File: src/hw/rtl/mgc_pkg.sv
// shared types and constants of the mouse gesture classifier
package mgc_pkg;

   // sequencer program counter width
   localparam int PC_W = 5;
   // multiplier operand limb, operand and product widths
   localparam int LIMB_W = 25;
   localparam int MUL_W = 26;
   localparam int PROD_W = 52;
   // release-time accumulator, covariance and scaled covariance widths
   localparam int ACC_W = 102;
   localparam int CXX_W = 46;
   localparam int SCL_W = 50;
   // axis limit times point count
   localparam int LIM_W = 18;
   // configuration port
   localparam int CSR_IDX_W = 2;
   localparam int CSR_DATA_W = 10;
   // button byte with only the right button held
   localparam logic [7:0] BTN_RIGHT_ONLY = 8'd2;

   typedef enum logic [2:0] {
      CMD_NONE       = 3'd0,
      CMD_CLICK      = 3'd1,
      CMD_MINIMIZE   = 3'd2,
      CMD_SNAP_RIGHT = 3'd3,
      CMD_SNAP_LEFT  = 3'd4
   } cmd_type;

   typedef enum logic [CSR_IDX_W-1:0] {
      CSR_ENABLE       = 2'd0,
      CSR_MAX_POINTS   = 2'd1,
      CSR_CLICK_POINTS = 2'd2,
      CSR_AXIS_LIMIT   = 2'd3
   } csr_index_type;

   typedef struct packed {
      logic [7:0]        buttons;
      logic signed [7:0] move_x;
      logic signed [7:0] move_y;
      logic signed [7:0] move_wheel;
   } req_type;

   typedef struct packed {
      logic              forward;
      logic [7:0]        out_buttons;
      logic signed [7:0] out_x;
      logic signed [7:0] out_y;
      logic signed [7:0] out_wheel;
      cmd_type           command;
   } rsp_type;

   // multiplier operand sources
   typedef enum logic [4:0] {
      OPD_ZERO,
      OPD_N,
      OPD_SXX_LO,
      OPD_SXX_HI,
      OPD_SYY_LO,
      OPD_SYY_HI,
      OPD_SXY_LO,
      OPD_SXY_HI,
      OPD_SX,
      OPD_SY,
      OPD_PX,
      OPD_PY,
      OPD_AXIS,
      OPD_A0,
      OPD_A1,
      OPD_B0,
      OPD_B1,
      OPD_C0,
      OPD_C1
   } opd_type;

   typedef enum logic [1:0] {
      ACC_NOP,
      ACC_LOAD,
      ACC_ADD,
      ACC_SUB
   } acc_op_type;

   // product shift in limbs before it reaches the accumulator
   typedef enum logic [1:0] {
      SH_0,
      SH_1,
      SH_2
   } shift_type;

   typedef enum logic [3:0] {
      WR_NONE,
      WR_POINT,
      WR_SXX,
      WR_SYY,
      WR_SXY,
      WR_CXX,
      WR_CYY,
      WR_CXY_LIM,
      WR_DECIDE,
      WR_FINAL
   } wr_type;

   typedef enum logic [2:0] {
      C_NEXT,
      C_GOTO,
      C_IF_PASS,
      C_IF_POINT,
      C_END
   } cond_type;

   typedef struct packed {
      opd_type         a_sel;
      opd_type         b_sel;
      acc_op_type      acc_op;
      shift_type       acc_sh;
      wr_type          wr;
      cond_type        cond;
      logic [PC_W-1:0] target;
   } ucode_type;

   // what the current report asks of the datapath
   typedef struct packed {
      logic point;
      logic classify;
      logic gest;
      logic rel;
   } kind_type;

   typedef struct packed {
      ucode_type word;
      kind_type  kind;
   } ctl_type;

   typedef struct packed {
      logic       holding;
      logic [7:0] count;
   } stat_type;

endpackage

File: src/hw/rtl/mgc_sequencer.sv
// microcode sequencer: step counter, control store and conditional jumps
module mgc_sequencer (
   input  logic              clock,
   input  logic              reset,
   input  logic              start,
   input  mgc_pkg::kind_type kind_new,
   input  logic              stall,
   output mgc_pkg::ctl_type  ctl,
   output logic              busy,
   output logic              emit
);
   import mgc_pkg::*;

   // program entry points
   localparam logic [PC_W-1:0] PC_DISPATCH = 5'd0;
   localparam logic [PC_W-1:0] PC_POINT    = 5'd23;
   localparam logic [PC_W-1:0] PC_EMIT     = 5'd28;

   function automatic ucode_type uw(input opd_type a, input opd_type b,
                                    input acc_op_type op, input shift_type sh,
                                    input wr_type wr, input cond_type cond,
                                    input logic [PC_W-1:0] target);
      ucode_type w;
      w.a_sel  = a;
      w.b_sel  = b;
      w.acc_op = op;
      w.acc_sh = sh;
      w.wr     = wr;
      w.cond   = cond;
      w.target = target;
      return w;
   endfunction

   // control store
   function automatic ucode_type rom(input logic [PC_W-1:0] pc);
      ucode_type w;
      case (pc)
         // dispatch on the kind of report
         5'd0:  w = uw(OPD_ZERO, OPD_ZERO, ACC_NOP, SH_0, WR_NONE, C_IF_PASS, PC_EMIT);
         5'd1:  w = uw(OPD_ZERO, OPD_ZERO, ACC_NOP, SH_0, WR_NONE, C_IF_POINT, PC_POINT);
         // cxx = n*sum_xx - sum_x^2
         5'd2:  w = uw(OPD_N, OPD_SXX_LO, ACC_NOP, SH_0, WR_NONE, C_NEXT, PC_DISPATCH);
         5'd3:  w = uw(OPD_N, OPD_SXX_HI, ACC_LOAD, SH_0, WR_NONE, C_NEXT, PC_DISPATCH);
         5'd4:  w = uw(OPD_SX, OPD_SX, ACC_ADD, SH_1, WR_NONE, C_NEXT, PC_DISPATCH);
         // cyy = n*sum_yy - sum_y^2
         5'd5:  w = uw(OPD_N, OPD_SYY_LO, ACC_SUB, SH_0, WR_NONE, C_NEXT, PC_DISPATCH);
         5'd6:  w = uw(OPD_N, OPD_SYY_HI, ACC_LOAD, SH_0, WR_CXX, C_NEXT, PC_DISPATCH);
         5'd7:  w = uw(OPD_SY, OPD_SY, ACC_ADD, SH_1, WR_NONE, C_NEXT, PC_DISPATCH);
         // cxy = n*sum_xy - sum_x*sum_y
         5'd8:  w = uw(OPD_N, OPD_SXY_LO, ACC_SUB, SH_0, WR_NONE, C_NEXT, PC_DISPATCH);
         5'd9:  w = uw(OPD_N, OPD_SXY_HI, ACC_LOAD, SH_0, WR_CYY, C_NEXT, PC_DISPATCH);
         5'd10: w = uw(OPD_SX, OPD_SY, ACC_ADD, SH_1, WR_NONE, C_NEXT, PC_DISPATCH);
         // axis limit times n
         5'd11: w = uw(OPD_AXIS, OPD_N, ACC_SUB, SH_0, WR_NONE, C_NEXT, PC_DISPATCH);
         5'd12: w = uw(OPD_ZERO, OPD_ZERO, ACC_NOP, SH_0, WR_CXY_LIM, C_NEXT, PC_DISPATCH);
         // (10 cxy)^2 - (9 cxx)(9 cyy) over limb products
         5'd13: w = uw(OPD_A0, OPD_A0, ACC_NOP, SH_0, WR_NONE, C_NEXT, PC_DISPATCH);
         5'd14: w = uw(OPD_A0, OPD_A1, ACC_LOAD, SH_0, WR_NONE, C_NEXT, PC_DISPATCH);
         5'd15: w = uw(OPD_A1, OPD_A0, ACC_ADD, SH_1, WR_NONE, C_NEXT, PC_DISPATCH);
         5'd16: w = uw(OPD_A1, OPD_A1, ACC_ADD, SH_1, WR_NONE, C_NEXT, PC_DISPATCH);
         5'd17: w = uw(OPD_B0, OPD_C0, ACC_ADD, SH_2, WR_NONE, C_NEXT, PC_DISPATCH);
         5'd18: w = uw(OPD_B0, OPD_C1, ACC_SUB, SH_0, WR_NONE, C_NEXT, PC_DISPATCH);
         5'd19: w = uw(OPD_B1, OPD_C0, ACC_SUB, SH_1, WR_NONE, C_NEXT, PC_DISPATCH);
         5'd20: w = uw(OPD_B1, OPD_C1, ACC_SUB, SH_1, WR_NONE, C_NEXT, PC_DISPATCH);
         5'd21: w = uw(OPD_ZERO, OPD_ZERO, ACC_SUB, SH_2, WR_NONE, C_NEXT, PC_DISPATCH);
         5'd22: w = uw(OPD_ZERO, OPD_ZERO, ACC_NOP, SH_0, WR_DECIDE, C_GOTO, PC_EMIT);
         // add one track point and its squares
         5'd23: w = uw(OPD_ZERO, OPD_ZERO, ACC_NOP, SH_0, WR_POINT, C_NEXT, PC_DISPATCH);
         5'd24: w = uw(OPD_PX, OPD_PX, ACC_NOP, SH_0, WR_NONE, C_NEXT, PC_DISPATCH);
         5'd25: w = uw(OPD_PY, OPD_PY, ACC_NOP, SH_0, WR_SXX, C_NEXT, PC_DISPATCH);
         5'd26: w = uw(OPD_PX, OPD_PY, ACC_NOP, SH_0, WR_SYY, C_NEXT, PC_DISPATCH);
         5'd27: w = uw(OPD_ZERO, OPD_ZERO, ACC_NOP, SH_0, WR_SXY, C_NEXT, PC_DISPATCH);
         // hand the result over and settle the gesture state
         5'd28: w = uw(OPD_ZERO, OPD_ZERO, ACC_NOP, SH_0, WR_FINAL, C_END, PC_DISPATCH);
         default: w = uw(OPD_ZERO, OPD_ZERO, ACC_NOP, SH_0, WR_NONE, C_END, PC_DISPATCH);
      endcase
      return w;
   endfunction

   logic [PC_W-1:0] pc_ff, pc_in;
   logic            busy_ff, busy_in;
   kind_type        kind_ff, kind_in;
   ucode_type       word;

   assign word = rom(pc_ff);

   // next step
   always_comb begin
      pc_in   = pc_ff;
      busy_in = busy_ff;
      kind_in = kind_ff;
      if (!busy_ff) begin
         if (start) begin
            busy_in = 1'b1;
            pc_in   = PC_DISPATCH;
            kind_in = kind_new;
         end
      end else begin
         unique case (word.cond)
            C_NEXT:     pc_in = pc_ff + 1'b1;
            C_GOTO:     pc_in = word.target;
            C_IF_PASS:  pc_in = (kind_ff.point || kind_ff.classify) ? pc_ff + 1'b1
                                                                    : word.target;
            C_IF_POINT: pc_in = kind_ff.point ? word.target : pc_ff + 1'b1;
            C_END: begin
               if (!stall) begin
                  busy_in = 1'b0;
               end
            end
            default:    busy_in = 1'b0;
         endcase
      end
   end

   always_ff @(posedge clock) begin
      if (reset) begin
         pc_ff   <= PC_DISPATCH;
         busy_ff <= 1'b0;
         kind_ff <= '0;
      end else begin
         pc_ff   <= pc_in;
         busy_ff <= busy_in;
         kind_ff <= kind_in;
      end
   end

   // control word to the datapath, quiet while idle
   assign ctl.word = busy_ff ? word
                             : uw(OPD_ZERO, OPD_ZERO, ACC_NOP, SH_0, WR_NONE, C_NEXT,
                                  PC_DISPATCH);
   assign ctl.kind = kind_ff;
   assign busy     = busy_ff;
   assign emit     = busy_ff && (word.cond == C_END) && !stall;

endmodule

File: src/hw/rtl/mgc_datapath.sv
// gesture datapath: track state, shared multiplier, accumulator and line test
module mgc_datapath (
   input  logic              clock,
   input  logic              reset,
   input  mgc_pkg::ctl_type  ctl,
   input  logic signed [7:0] move_x,
   input  logic signed [7:0] move_y,
   input  logic [9:0]        axis_limit,
   output mgc_pkg::stat_type stat,
   output mgc_pkg::cmd_type  cmd
);
   import mgc_pkg::*;

   localparam int SLP_W = 24;

   // gesture state
   logic               holding_ff, holding_in;
   logic [7:0]         count_ff, count_in;
   logic signed [15:0] first_x_ff, first_x_in, first_y_ff, first_y_in;
   logic signed [15:0] pos_x_ff, pos_x_in, pos_y_ff, pos_y_in;
   logic signed [23:0] sum_x_ff, sum_x_in, sum_y_ff, sum_y_in;
   logic [38:0]        sum_xx_ff, sum_xx_in, sum_yy_ff, sum_yy_in;
   logic signed [39:0] sum_xy_ff, sum_xy_in;

   // release-time working registers
   logic signed [PROD_W-1:0] pr_ff, pr_in;
   logic signed [ACC_W-1:0]  acc_ff, acc_in;
   logic [SCL_W-1:0]         cxx9_ff, cyy9_ff, cxy10_ff;
   logic [LIM_W-1:0]         lim_ff;
   cmd_type                  cmd_ff, cmd_in;

   logic signed [MUL_W-1:0]  a_opd, b_opd;
   logic signed [ACC_W-1:0]  pr_ext, pr_sh, acc_abs;
   logic [CXX_W-1:0]         cov, cov_mag;
   logic [SCL_W-1:0]         cov9, cov10;

   // multiplier operand select
   function automatic logic signed [MUL_W-1:0] pick(input opd_type s);
      logic signed [MUL_W-1:0] v;
      case (s)
         OPD_N:      v = {18'b0, count_ff};
         OPD_SXX_LO: v = {1'b0, sum_xx_ff[LIMB_W-1:0]};
         OPD_SXX_HI: v = {12'b0, sum_xx_ff[38:LIMB_W]};
         OPD_SYY_LO: v = {1'b0, sum_yy_ff[LIMB_W-1:0]};
         OPD_SYY_HI: v = {12'b0, sum_yy_ff[38:LIMB_W]};
         OPD_SXY_LO: v = {1'b0, sum_xy_ff[LIMB_W-1:0]};
         OPD_SXY_HI: v = {{11{sum_xy_ff[39]}}, sum_xy_ff[39:LIMB_W]};
         OPD_SX:     v = {{2{sum_x_ff[23]}}, sum_x_ff};
         OPD_SY:     v = {{2{sum_y_ff[23]}}, sum_y_ff};
         OPD_PX:     v = {{10{pos_x_ff[15]}}, pos_x_ff};
         OPD_PY:     v = {{10{pos_y_ff[15]}}, pos_y_ff};
         OPD_AXIS:   v = {16'b0, axis_limit};
         OPD_A0:     v = {1'b0, cxy10_ff[LIMB_W-1:0]};
         OPD_A1:     v = {1'b0, cxy10_ff[SCL_W-1:LIMB_W]};
         OPD_B0:     v = {1'b0, cxx9_ff[LIMB_W-1:0]};
         OPD_B1:     v = {1'b0, cxx9_ff[SCL_W-1:LIMB_W]};
         OPD_C0:     v = {1'b0, cyy9_ff[LIMB_W-1:0]};
         OPD_C1:     v = {1'b0, cyy9_ff[SCL_W-1:LIMB_W]};
         default:    v = '0;
      endcase
      return v;
   endfunction

   // shared multiplier, product registered
   always_comb begin
      a_opd = pick(ctl.word.a_sel);
      b_opd = pick(ctl.word.b_sel);
      pr_in = a_opd * b_opd;
   end

   // product aligned to its limb position
   assign pr_ext = ACC_W'(pr_ff);
   always_comb begin
      unique case (ctl.word.acc_sh)
         SH_1:    pr_sh = pr_ext <<< LIMB_W;
         SH_2:    pr_sh = pr_ext <<< (2 * LIMB_W);
         default: pr_sh = pr_ext;
      endcase
   end

   // accumulator
   always_comb begin
      unique case (ctl.word.acc_op)
         ACC_LOAD: acc_in = pr_sh;
         ACC_ADD:  acc_in = acc_ff + pr_sh;
         ACC_SUB:  acc_in = acc_ff - pr_sh;
         default:  acc_in = acc_ff;
      endcase
   end

   // covariance scaling: 9 cxx, 9 cyy, 10 |cxy|
   assign cov     = acc_ff[CXX_W-1:0];
   assign acc_abs = acc_ff[ACC_W-1] ? -acc_ff : acc_ff;
   assign cov_mag = acc_abs[CXX_W-1:0];
   assign cov9    = (SCL_W'(cov) << 3) + SCL_W'(cov);
   assign cov10   = (SCL_W'(cov_mag) << 3) + (SCL_W'(cov_mag) << 1);

   // line test and slope classification
   logic [23:0]             abs_sx, abs_sy;
   logic                    line_hit;
   logic signed [16:0]      dx_raw, dy_raw, dx_nz;
   logic signed [SLP_W-1:0] dx_a, dy_a, dx3, dy10;
   logic                    is_min, is_snap;

   always_comb begin
      abs_sx   = sum_x_ff[23] ? 24'(-sum_x_ff) : 24'(sum_x_ff);
      abs_sy   = sum_y_ff[23] ? 24'(-sum_y_ff) : 24'(sum_y_ff);
      line_hit = (cxx9_ff == '0) || (cyy9_ff == '0)
                 || (!acc_ff[ACC_W-1] && (acc_ff != '0))
                 || (abs_sx < 24'(lim_ff)) || (abs_sy < 24'(lim_ff));
      dx_raw   = {pos_x_ff[15], pos_x_ff} - {first_x_ff[15], first_x_ff};
      dy_raw   = {pos_y_ff[15], pos_y_ff} - {first_y_ff[15], first_y_ff};
      dx_nz    = (dx_raw == '0) ? 17'sd1 : dx_raw;
      // fold a leftward run into the right half-plane
      if (dx_nz[16]) begin
         dx_a = -SLP_W'(dx_nz);
         dy_a = -SLP_W'(dy_raw);
      end else begin
         dx_a = SLP_W'(dx_nz);
         dy_a = SLP_W'(dy_raw);
      end
      dx3     = (dx_a <<< 1) + dx_a;
      dy10    = (dy_a <<< 3) + (dy_a <<< 1);
      is_min  = (dy10 < -dx3) && (dy_a > -dx3);
      is_snap = (dy_a > -dx3) && (dy_a < dx3);
      if (!line_hit) begin
         cmd_in = CMD_NONE;
      end else if (is_min) begin
         cmd_in = CMD_MINIMIZE;
      end else if (is_snap) begin
         cmd_in = (pos_x_ff > 16'sd0) ? CMD_SNAP_RIGHT : CMD_SNAP_LEFT;
      end else begin
         cmd_in = CMD_NONE;
      end
   end

   // gesture state updates
   logic signed [15:0] base_x, base_y, pt_x, pt_y;

   always_comb begin
      base_x     = (count_ff == '0) ? 16'sd0 : pos_x_ff;
      base_y     = (count_ff == '0) ? 16'sd0 : pos_y_ff;
      pt_x       = base_x + {{8{move_x[7]}}, move_x};
      pt_y       = base_y + {{8{move_y[7]}}, move_y};
      holding_in = holding_ff;
      count_in   = count_ff;
      first_x_in = first_x_ff;
      first_y_in = first_y_ff;
      pos_x_in   = pos_x_ff;
      pos_y_in   = pos_y_ff;
      sum_x_in   = sum_x_ff;
      sum_y_in   = sum_y_ff;
      sum_xx_in  = sum_xx_ff;
      sum_yy_in  = sum_yy_ff;
      sum_xy_in  = sum_xy_ff;
      case (ctl.word.wr)
         WR_POINT: begin
            pos_x_in = pt_x;
            pos_y_in = pt_y;
            if (count_ff == '0) begin
               first_x_in = pt_x;
               first_y_in = pt_y;
            end
            sum_x_in = sum_x_ff + {{8{pt_x[15]}}, pt_x};
            sum_y_in = sum_y_ff + {{8{pt_y[15]}}, pt_y};
            count_in = count_ff + 1'b1;
         end
         WR_SXX: sum_xx_in = sum_xx_ff + pr_ff[38:0];
         WR_SYY: sum_yy_in = sum_yy_ff + pr_ff[38:0];
         WR_SXY: sum_xy_in = sum_xy_ff + pr_ff[39:0];
         WR_FINAL: begin
            if (ctl.kind.rel) begin
               holding_in = 1'b0;
               count_in   = '0;
               first_x_in = '0;
               first_y_in = '0;
               pos_x_in   = '0;
               pos_y_in   = '0;
               sum_x_in   = '0;
               sum_y_in   = '0;
               sum_xx_in  = '0;
               sum_yy_in  = '0;
               sum_xy_in  = '0;
            end else if (ctl.kind.gest) begin
               holding_in = 1'b1;
            end
         end
         default: ;
      endcase
   end

   always_ff @(posedge clock) begin
      if (reset) begin
         holding_ff <= 1'b0;
         count_ff   <= '0;
         first_x_ff <= '0;
         first_y_ff <= '0;
         pos_x_ff   <= '0;
         pos_y_ff   <= '0;
         sum_x_ff   <= '0;
         sum_y_ff   <= '0;
         sum_xx_ff  <= '0;
         sum_yy_ff  <= '0;
         sum_xy_ff  <= '0;
      end else begin
         holding_ff <= holding_in;
         count_ff   <= count_in;
         first_x_ff <= first_x_in;
         first_y_ff <= first_y_in;
         pos_x_ff   <= pos_x_in;
         pos_y_ff   <= pos_y_in;
         sum_x_ff   <= sum_x_in;
         sum_y_ff   <= sum_y_in;
         sum_xx_ff  <= sum_xx_in;
         sum_yy_ff  <= sum_yy_in;
         sum_xy_ff  <= sum_xy_in;
      end
   end

   // working registers, no reset needed
   always_ff @(posedge clock) begin
      pr_ff  <= pr_in;
      acc_ff <= acc_in;
      if (ctl.word.wr == WR_CXX) begin
         cxx9_ff <= cov9;
      end
      if (ctl.word.wr == WR_CYY) begin
         cyy9_ff <= cov9;
      end
      if (ctl.word.wr == WR_CXY_LIM) begin
         cxy10_ff <= cov10;
         lim_ff   <= pr_ff[LIM_W-1:0];
      end
      if (ctl.word.wr == WR_DECIDE) begin
         cmd_ff <= cmd_in;
      end
   end

   assign stat.holding = holding_ff;
   assign stat.count   = count_ff;
   assign cmd          = cmd_ff;

endmodule

File: src/hw/rtl/mouse_gesture_classifier_unit.sv
// top level of the mouse gesture classifier: handshakes, registers, result buffer
// steps: a passed report only emits, a tracked point adds its point first and a
//   classified release runs the line test; all steps run on one microcode pc
// intake: the next report waits until the previous result is registered; the
//   release-time products share a single 26x26 multiplier, one limb product a step
// reset: synchronous; registers return to their defaults and the gesture state
//   clears at once, with no clearing pass
module mouse_gesture_classifier_unit (
   input  logic                             clock,
   input  logic                             reset,
   input  logic                             req_valid,
   output logic                             req_ready,
   input  mgc_pkg::req_type                 req_data,
   output logic                             rsp_valid,
   input  logic                             rsp_ready,
   output mgc_pkg::rsp_type                 rsp_data,
   input  logic                             csr_valid,
   output logic                             csr_ready,
   input  logic [mgc_pkg::CSR_IDX_W-1:0]    csr_index,
   input  logic [mgc_pkg::CSR_DATA_W-1:0]   csr_wdata
);
   import mgc_pkg::*;

   // configuration registers
   logic       enable_ff, enable_in;
   logic [7:0] max_points_ff, max_points_in;
   logic [7:0] click_points_ff, click_points_in;
   logic [9:0] axis_limit_ff, axis_limit_in;

   assign csr_ready = 1'b1;

   always_comb begin
      enable_in       = enable_ff;
      max_points_in   = max_points_ff;
      click_points_in = click_points_ff;
      axis_limit_in   = axis_limit_ff;
      if (csr_valid && csr_ready) begin
         unique case (csr_index_type'(csr_index))
            CSR_ENABLE:       enable_in       = csr_wdata[0];
            CSR_MAX_POINTS:   max_points_in   = csr_wdata[7:0];
            CSR_CLICK_POINTS: click_points_in = csr_wdata[7:0];
            CSR_AXIS_LIMIT:   axis_limit_in   = csr_wdata[9:0];
            default: ;
         endcase
      end
   end

   always_ff @(posedge clock) begin
      if (reset) begin
         enable_ff       <= 1'b1;
         max_points_ff   <= 8'd200;
         click_points_ff <= 8'd5;
         axis_limit_ff   <= 10'd20;
      end else begin
         enable_ff       <= enable_in;
         max_points_ff   <= max_points_in;
         click_points_ff <= click_points_in;
         axis_limit_ff   <= axis_limit_in;
      end
   end

   ctl_type  ctl;
   stat_type stat;
   cmd_type  cmd;
   logic     busy, emit, stall, req_fire, is_right, is_click;
   kind_type kind_new;
   rsp_type  pend_ff, pend_in;
   req_type  req_ff;

   assign req_ready = !busy;
   assign req_fire  = req_valid && req_ready;

   // sort the report against the current gesture state
   always_comb begin
      is_right          = (req_data.buttons == BTN_RIGHT_ONLY);
      kind_new.gest     = enable_ff && is_right;
      kind_new.rel      = enable_ff && !is_right && stat.holding;
      kind_new.point    = kind_new.gest && (stat.count < max_points_ff);
      is_click          = kind_new.rel
                          && ((stat.count == '0) || (stat.count <= click_points_ff));
      kind_new.classify = kind_new.rel && !is_click;
   end

   // result as known at transfer time
   always_comb begin
      pend_in.forward     = 1'b1;
      pend_in.out_buttons = req_data.buttons;
      pend_in.out_x       = req_data.move_x;
      pend_in.out_y       = req_data.move_y;
      pend_in.out_wheel   = req_data.move_wheel;
      pend_in.command     = CMD_NONE;
      if (kind_new.gest) begin
         pend_in.out_buttons = '0;
         if (!stat.holding) begin
            pend_in.forward   = 1'b0;
            pend_in.out_x     = '0;
            pend_in.out_y     = '0;
            pend_in.out_wheel = '0;
         end
      end else if (kind_new.rel) begin
         pend_in.forward = 1'b0;
         if (is_click) begin
            pend_in.out_buttons = BTN_RIGHT_ONLY;
            pend_in.command     = CMD_CLICK;
         end else begin
            pend_in.out_buttons = '0;
            pend_in.out_x       = '0;
            pend_in.out_y       = '0;
            pend_in.out_wheel   = '0;
         end
      end
   end

   always_ff @(posedge clock) begin
      if (req_fire) begin
         pend_ff <= pend_in;
         req_ff  <= req_data;
      end
   end

   mgc_sequencer u_seq (
      .clock    (clock),
      .reset    (reset),
      .start    (req_fire),
      .kind_new (kind_new),
      .stall    (stall),
      .ctl      (ctl),
      .busy     (busy),
      .emit     (emit)
   );

   mgc_datapath u_dp (
      .clock      (clock),
      .reset      (reset),
      .ctl        (ctl),
      .move_x     (req_ff.move_x),
      .move_y     (req_ff.move_y),
      .axis_limit (axis_limit_ff),
      .stat       (stat),
      .cmd        (cmd)
   );

   // output register
   logic    rsp_valid_ff, rsp_valid_in;
   rsp_type rsp_ff, rsp_in;

   assign stall = rsp_valid_ff && !rsp_ready;

   always_comb begin
      rsp_valid_in = emit || stall;
      rsp_in       = pend_ff;
      if (ctl.kind.classify) begin
         rsp_in.command = cmd;
      end
   end

   always_ff @(posedge clock) begin
      if (reset) begin
         rsp_valid_ff <= 1'b0;
      end else begin
         rsp_valid_ff <= rsp_valid_in;
      end
   end

   always_ff @(posedge clock) begin
      if (emit) begin
         rsp_ff <= rsp_in;
      end
   end

   assign rsp_valid = rsp_valid_ff;
   assign rsp_data  = rsp_ff;

   // a transfer starts a program that holds off the next report
   a_busy_after_transfer: assert property (@(posedge clock) disable iff (reset)
      req_valid && req_ready |=> !req_ready)
      else $error("report taken while the previous one is still in work");

   // a release leaves the gesture state cleared
   a_release_clears: assert property (@(posedge clock) disable iff (reset)
      emit && ctl.kind.rel |=> !stat.holding && (stat.count == '0))
      else $error("gesture state not cleared after release");

   // a tracked point leaves the gesture held
   a_point_holds: assert property (@(posedge clock) disable iff (reset)
      emit && ctl.kind.point |=> stat.holding && (stat.count != '0))
      else $error("tracked point did not leave the gesture held");

   // a classified release is swallowed and is not a click
   a_classify_result: assert property (@(posedge clock) disable iff (reset)
      emit && ctl.kind.classify |=> rsp_valid && !rsp_data.forward
                                    && (rsp_data.command != CMD_CLICK))
      else $error("classified release gave a wrong result shape");

endmodule

File: config.mk
export PLATFORM = sky130hd
export DESIGN_NAME = mouse_gesture_classifier_unit
export DESIGN_NICKNAME = d
export VERILOG_FILES = /design/src/hw/rtl/mgc_pkg.sv /design/src/hw/rtl/mgc_sequencer.sv /design/src/hw/rtl/mgc_datapath.sv /design/src/hw/rtl/mouse_gesture_classifier_unit.sv
export SDC_FILE = /design/constraint.sdc
export NUM_CORES = 2
export LEC_CHECK = 0
export ABC_AREA = 1
export BUFFER_PORTS_ARGS = -buffer_cell sky130_fd_sc_hd__buf_2
export CAP_MARGIN = 20
export CORE_UTILIZATION = 35
export DETAILED_ROUTE_END_ITERATION = 10
export MAX_ROUTING_LAYER = met4
export SKIP_CTS_REPAIR_TIMING = 1
export SYNTH_ARGS = -nofsm -noshare
export SYNTH_HDL_FRONTEND = slang
export SYNTH_HIERARCHICAL = 1
export SYNTH_SLANG_ARGS = --single-unit
File: constraint.sdc
create_clock -name clock -period 24.9 [get_ports clock]
set_clock_uncertainty 0.1 [all_clocks]
set_input_delay 2.49 -clock clock [delete_from_list [all_inputs] [get_ports clock]]
set_output_delay 2.49 -clock clock [all_outputs]
set_load 0.01 [all_outputs]
==> metrics.csv <==
stage,metric,value,unit
outcome,outcome,"complete, no violations",
synth,synth_area,89800,sq um
hold_path,min_path_type,reg -> reg,
pwr,p_comb_frac,0.599,
cts,htreeDepth,3,
timing,hold_viol_final,0,
die,start_util,0.353,
pwr,pwr-share-clk,0.200,
worst_setup_path,crit_top_cell,inv_1,
cts,ctsLongestPathBuffers,3,
placed_design,gp_congestion,1.09,
timing,finalSetupViolations,0,
layout,n_fill_cell,27300,
worst_setup_path,r2r_end,u_dp/pr_ff[51]$_DFF_P_,
detailed_routing,viasPerCell,5.39,
timing,slew_violations,0,
grt,grt_max_degree,81,
pwr,p_leak,46.3,nW
die,dieArea,259000,sq um
worst_setup_path,rr_worst_depth,37,
timing,finalCritPeriodShare,0.448,
detailed_routing,drcViolationCount,0,
pwr,power.density,69.8,nW/um^2
timing,layout_min_cycle_time,11170,ps
worst_setup_path,max_stage_delay,890,ps
pwr,p_seq_frac,0.201,
worst_setup_path,required,25420,ps
worst_setup_path,reg2reg_setup_slack,13730,ps
pwr,fin_total_pwr,0.00683,W
cts,numCtsBuffers,89,
synth,synth_cells,12500,
die,core,255000,sq um
cts,cts-root-buf,clkbuf_16,
detailed_routing,routed_wl,385000,microns
cts,cts_tree,done,
job,maxCapViolCount,0,
layout,multi_input_area,62100,sq um
hold_path,hold_start,pend_ff[9]$_DFFE_PP_,
layout,drive_above_1_share,0.0536,
pwr,ir_drop,107,uV
detailed_routing,drt_pass1_iterations,6,
hold_path,holdPathStages,0,
synth,yosys_warnings,6,
detailed_routing,detail-route-antenna-nets,0,
timing,fin_tns_setup,0,ps
pwr,switching_share,0.495,
die,rows,185,
grt,grt_pass1_wl,561000,microns
synth,syn_avg_cell_area,7.17,sq um
placed_design,place.detailed.hpwl,315000,microns
cts,clkLatencyLatePin,750,ps
worst_setup_path,cp.arrival,11690,ps
timing,max_slew.worst_pin.slew,1200,ps
worst_setup_path,crit_path_end_kind,register,
grt,grt_pass1_vias,83100,
worst_setup_path,worstPathMaxFanout,21,
pwr,p_switching,0.00338,W
hold_path,holdPathEnd,rsp_data[9]$_DFFE_PP_,
grt,grt_usage,0.303,
detailed_routing,wl_per_cell,24.0,microns
layout,seq_area,17800,sq um
pwr,p_int,0.00345,W
worst_setup_path,start_kind,register,
detailed_routing,via_count,86500,
timing,fmax,0.0895,GHz
timing,fin_hold_ws,314,ps
worst_setup_path,crit_slowest_cell,inv_1,
die,die_h,508,microns
grt,antenna_found_initial,24,
die,die_x,508,microns
layout,synthToLayoutAreaGrowth,9.00,%
die,io_pins,88,
worst_setup_path,r2r-start,u_seq/busy$_SDFF_PP0_,
layout,nNetsFinal,14100,
cts,clock_sinks,711,
timing,rsz0062_at_grt,no,
worst_setup_path,worstSetupPathType,reg -> reg,
cts,clk_pin_slew,60,ps
timing,relSlewSlack,0.200,
placed_design,portBuffers,86,
grt,grt_overflow,0,
detailed_routing,drtIter0Drc,8886,
-- how the worst max path moves through the flow --
stage	from	endpoint	slack (ps)	cells after the start
6_report	u_seq/busy$_SDFF_PP0_	u_dp/pr_ff[51]$_DFF_P_	13730	37
5_1_grt	u_seq/busy$_SDFF_PP0_	u_dp/pr_ff[51]$_DFF_P_	13210	41
4_1_cts	u_seq/busy$_SDFF_PP0_	u_dp/pr_ff[51]$_DFF_P_	13960	39
3_5_place_dp	u_seq/busy$_SDFF_PP0_	u_dp/pr_ff[51]$_DFF_P_	14010	39
3_3_place_gp	u_seq/busy$_SDFF_PP0_	u_dp/pr_ff[51]$_DFF_P_	14130	41
2_1_floorplan	u_seq/busy$_SDFF_PP0_	u_dp/pr_ff[51]$_DFF_P_	16100	45
-- worst max-delay path: cells and delay by family, from the launching register on --
family | cells | cell delay, ps
fa+ha+maj | 8 | 4010
simple gates | 13 | 2590
buf+inv | 9 | 2150
compound gates | 6 | 1460
flops | 1 | 520
xor+xnor | 1 | 180
-- sequential cells by signal, summed over array words and instances (netlist names), 18 cells and up --
| name | flops |
|---|---|
| u_dp/acc_ff | 102 |
| u_dp/pr_ff | 52 |
| u_dp/cxx9_ff | 50 |
| u_dp/cyy9_ff | 50 |
| u_dp/cxy10_ff | 49 |
| u_dp/sum_xy_ff | 40 |
| u_dp/sum_xx_ff | 39 |
| u_dp/sum_yy_ff | 39 |
| rsp_data | 36 |
| pend_ff | 34 |
| u_dp/sum_x_ff | 24 |
| u_dp/sum_y_ff | 24 |
| u_seq/word | 24 |
| u_dp/lim_ff | 18 |
-- cell usage in the layout (no fill, tap or decap), types with 39 or more instances in the layout --
master,count
o211ai_1,39
nand2_1,2609
nor2_1,1110
fa_1,724
or2_2,91
a21oi_1,1118
o21a_1,39
nand4_1,111
nor3_1,99
xor2_1,354
nand3_1,424
xnor2_1,113
edfxtp_1,358
a31oi_1,141
ha_1,726
buf_4,178
o21ai_0,651
nor4_1,88
clkbuf_16,90
o22ai_1,122
a221oi_1,99
buf_2,86
inv_1,2309
dfxtp_1,353
-- layout make-up --
class                      count  share of cell area
inverter                    2359              0.0905
antenna                       16            0.000409
clock buffer                 111              0.0245
sequential                   711               0.182
clock inverter                52             0.00630
timing repair buffer         267              0.0188
tap                         3366              0.0430
multi-input combinational   9164               0.634
-- layer usage --
| layer | wire length, microns | up-vias | GRT usage | share of wire |
|---|---|---|---|---|
| li1 | - | 40900 | - | - |
| met1 | 167000 | 41600 | 0.395 | 0.43 |
| met2 | 170000 | 3370 | 0.466 | 0.44 |
| met3 | 28600 | 676 | 0.0469 | 0.074 |
| met4 | 19200 | 0 | 0.128 | 0.050 |
| met5 | 0 | - | - | 0 |
-- power by group through the flow --
stage          Combinational, W  Sequential, W  Clock (W)
2_1_floorplan           0.00288        0.00138          0
3_3_place_gp            0.00399        0.00140          0
3_5_place_dp            0.00400        0.00140          0
4_1_cts                 0.00402        0.00138    0.00139
5_1_grt                 0.00452        0.00138    0.00143
6_report                0.00409        0.00138    0.00136
-- stage by stage --
stage               instances  cell area [sq um]  worst slack (ps)  utilization
floorplan               12500              89800             16100            -
global placement        15900              94700             14130        0.372
detailed placement      15900              94700             14010        0.372
CTS                     16000              97800             13960        0.384
global route            16000              97800             13210        0.384
finish                  16000              97800             13730        0.384
Note: power is estimated with default switching activity, not from simulation.
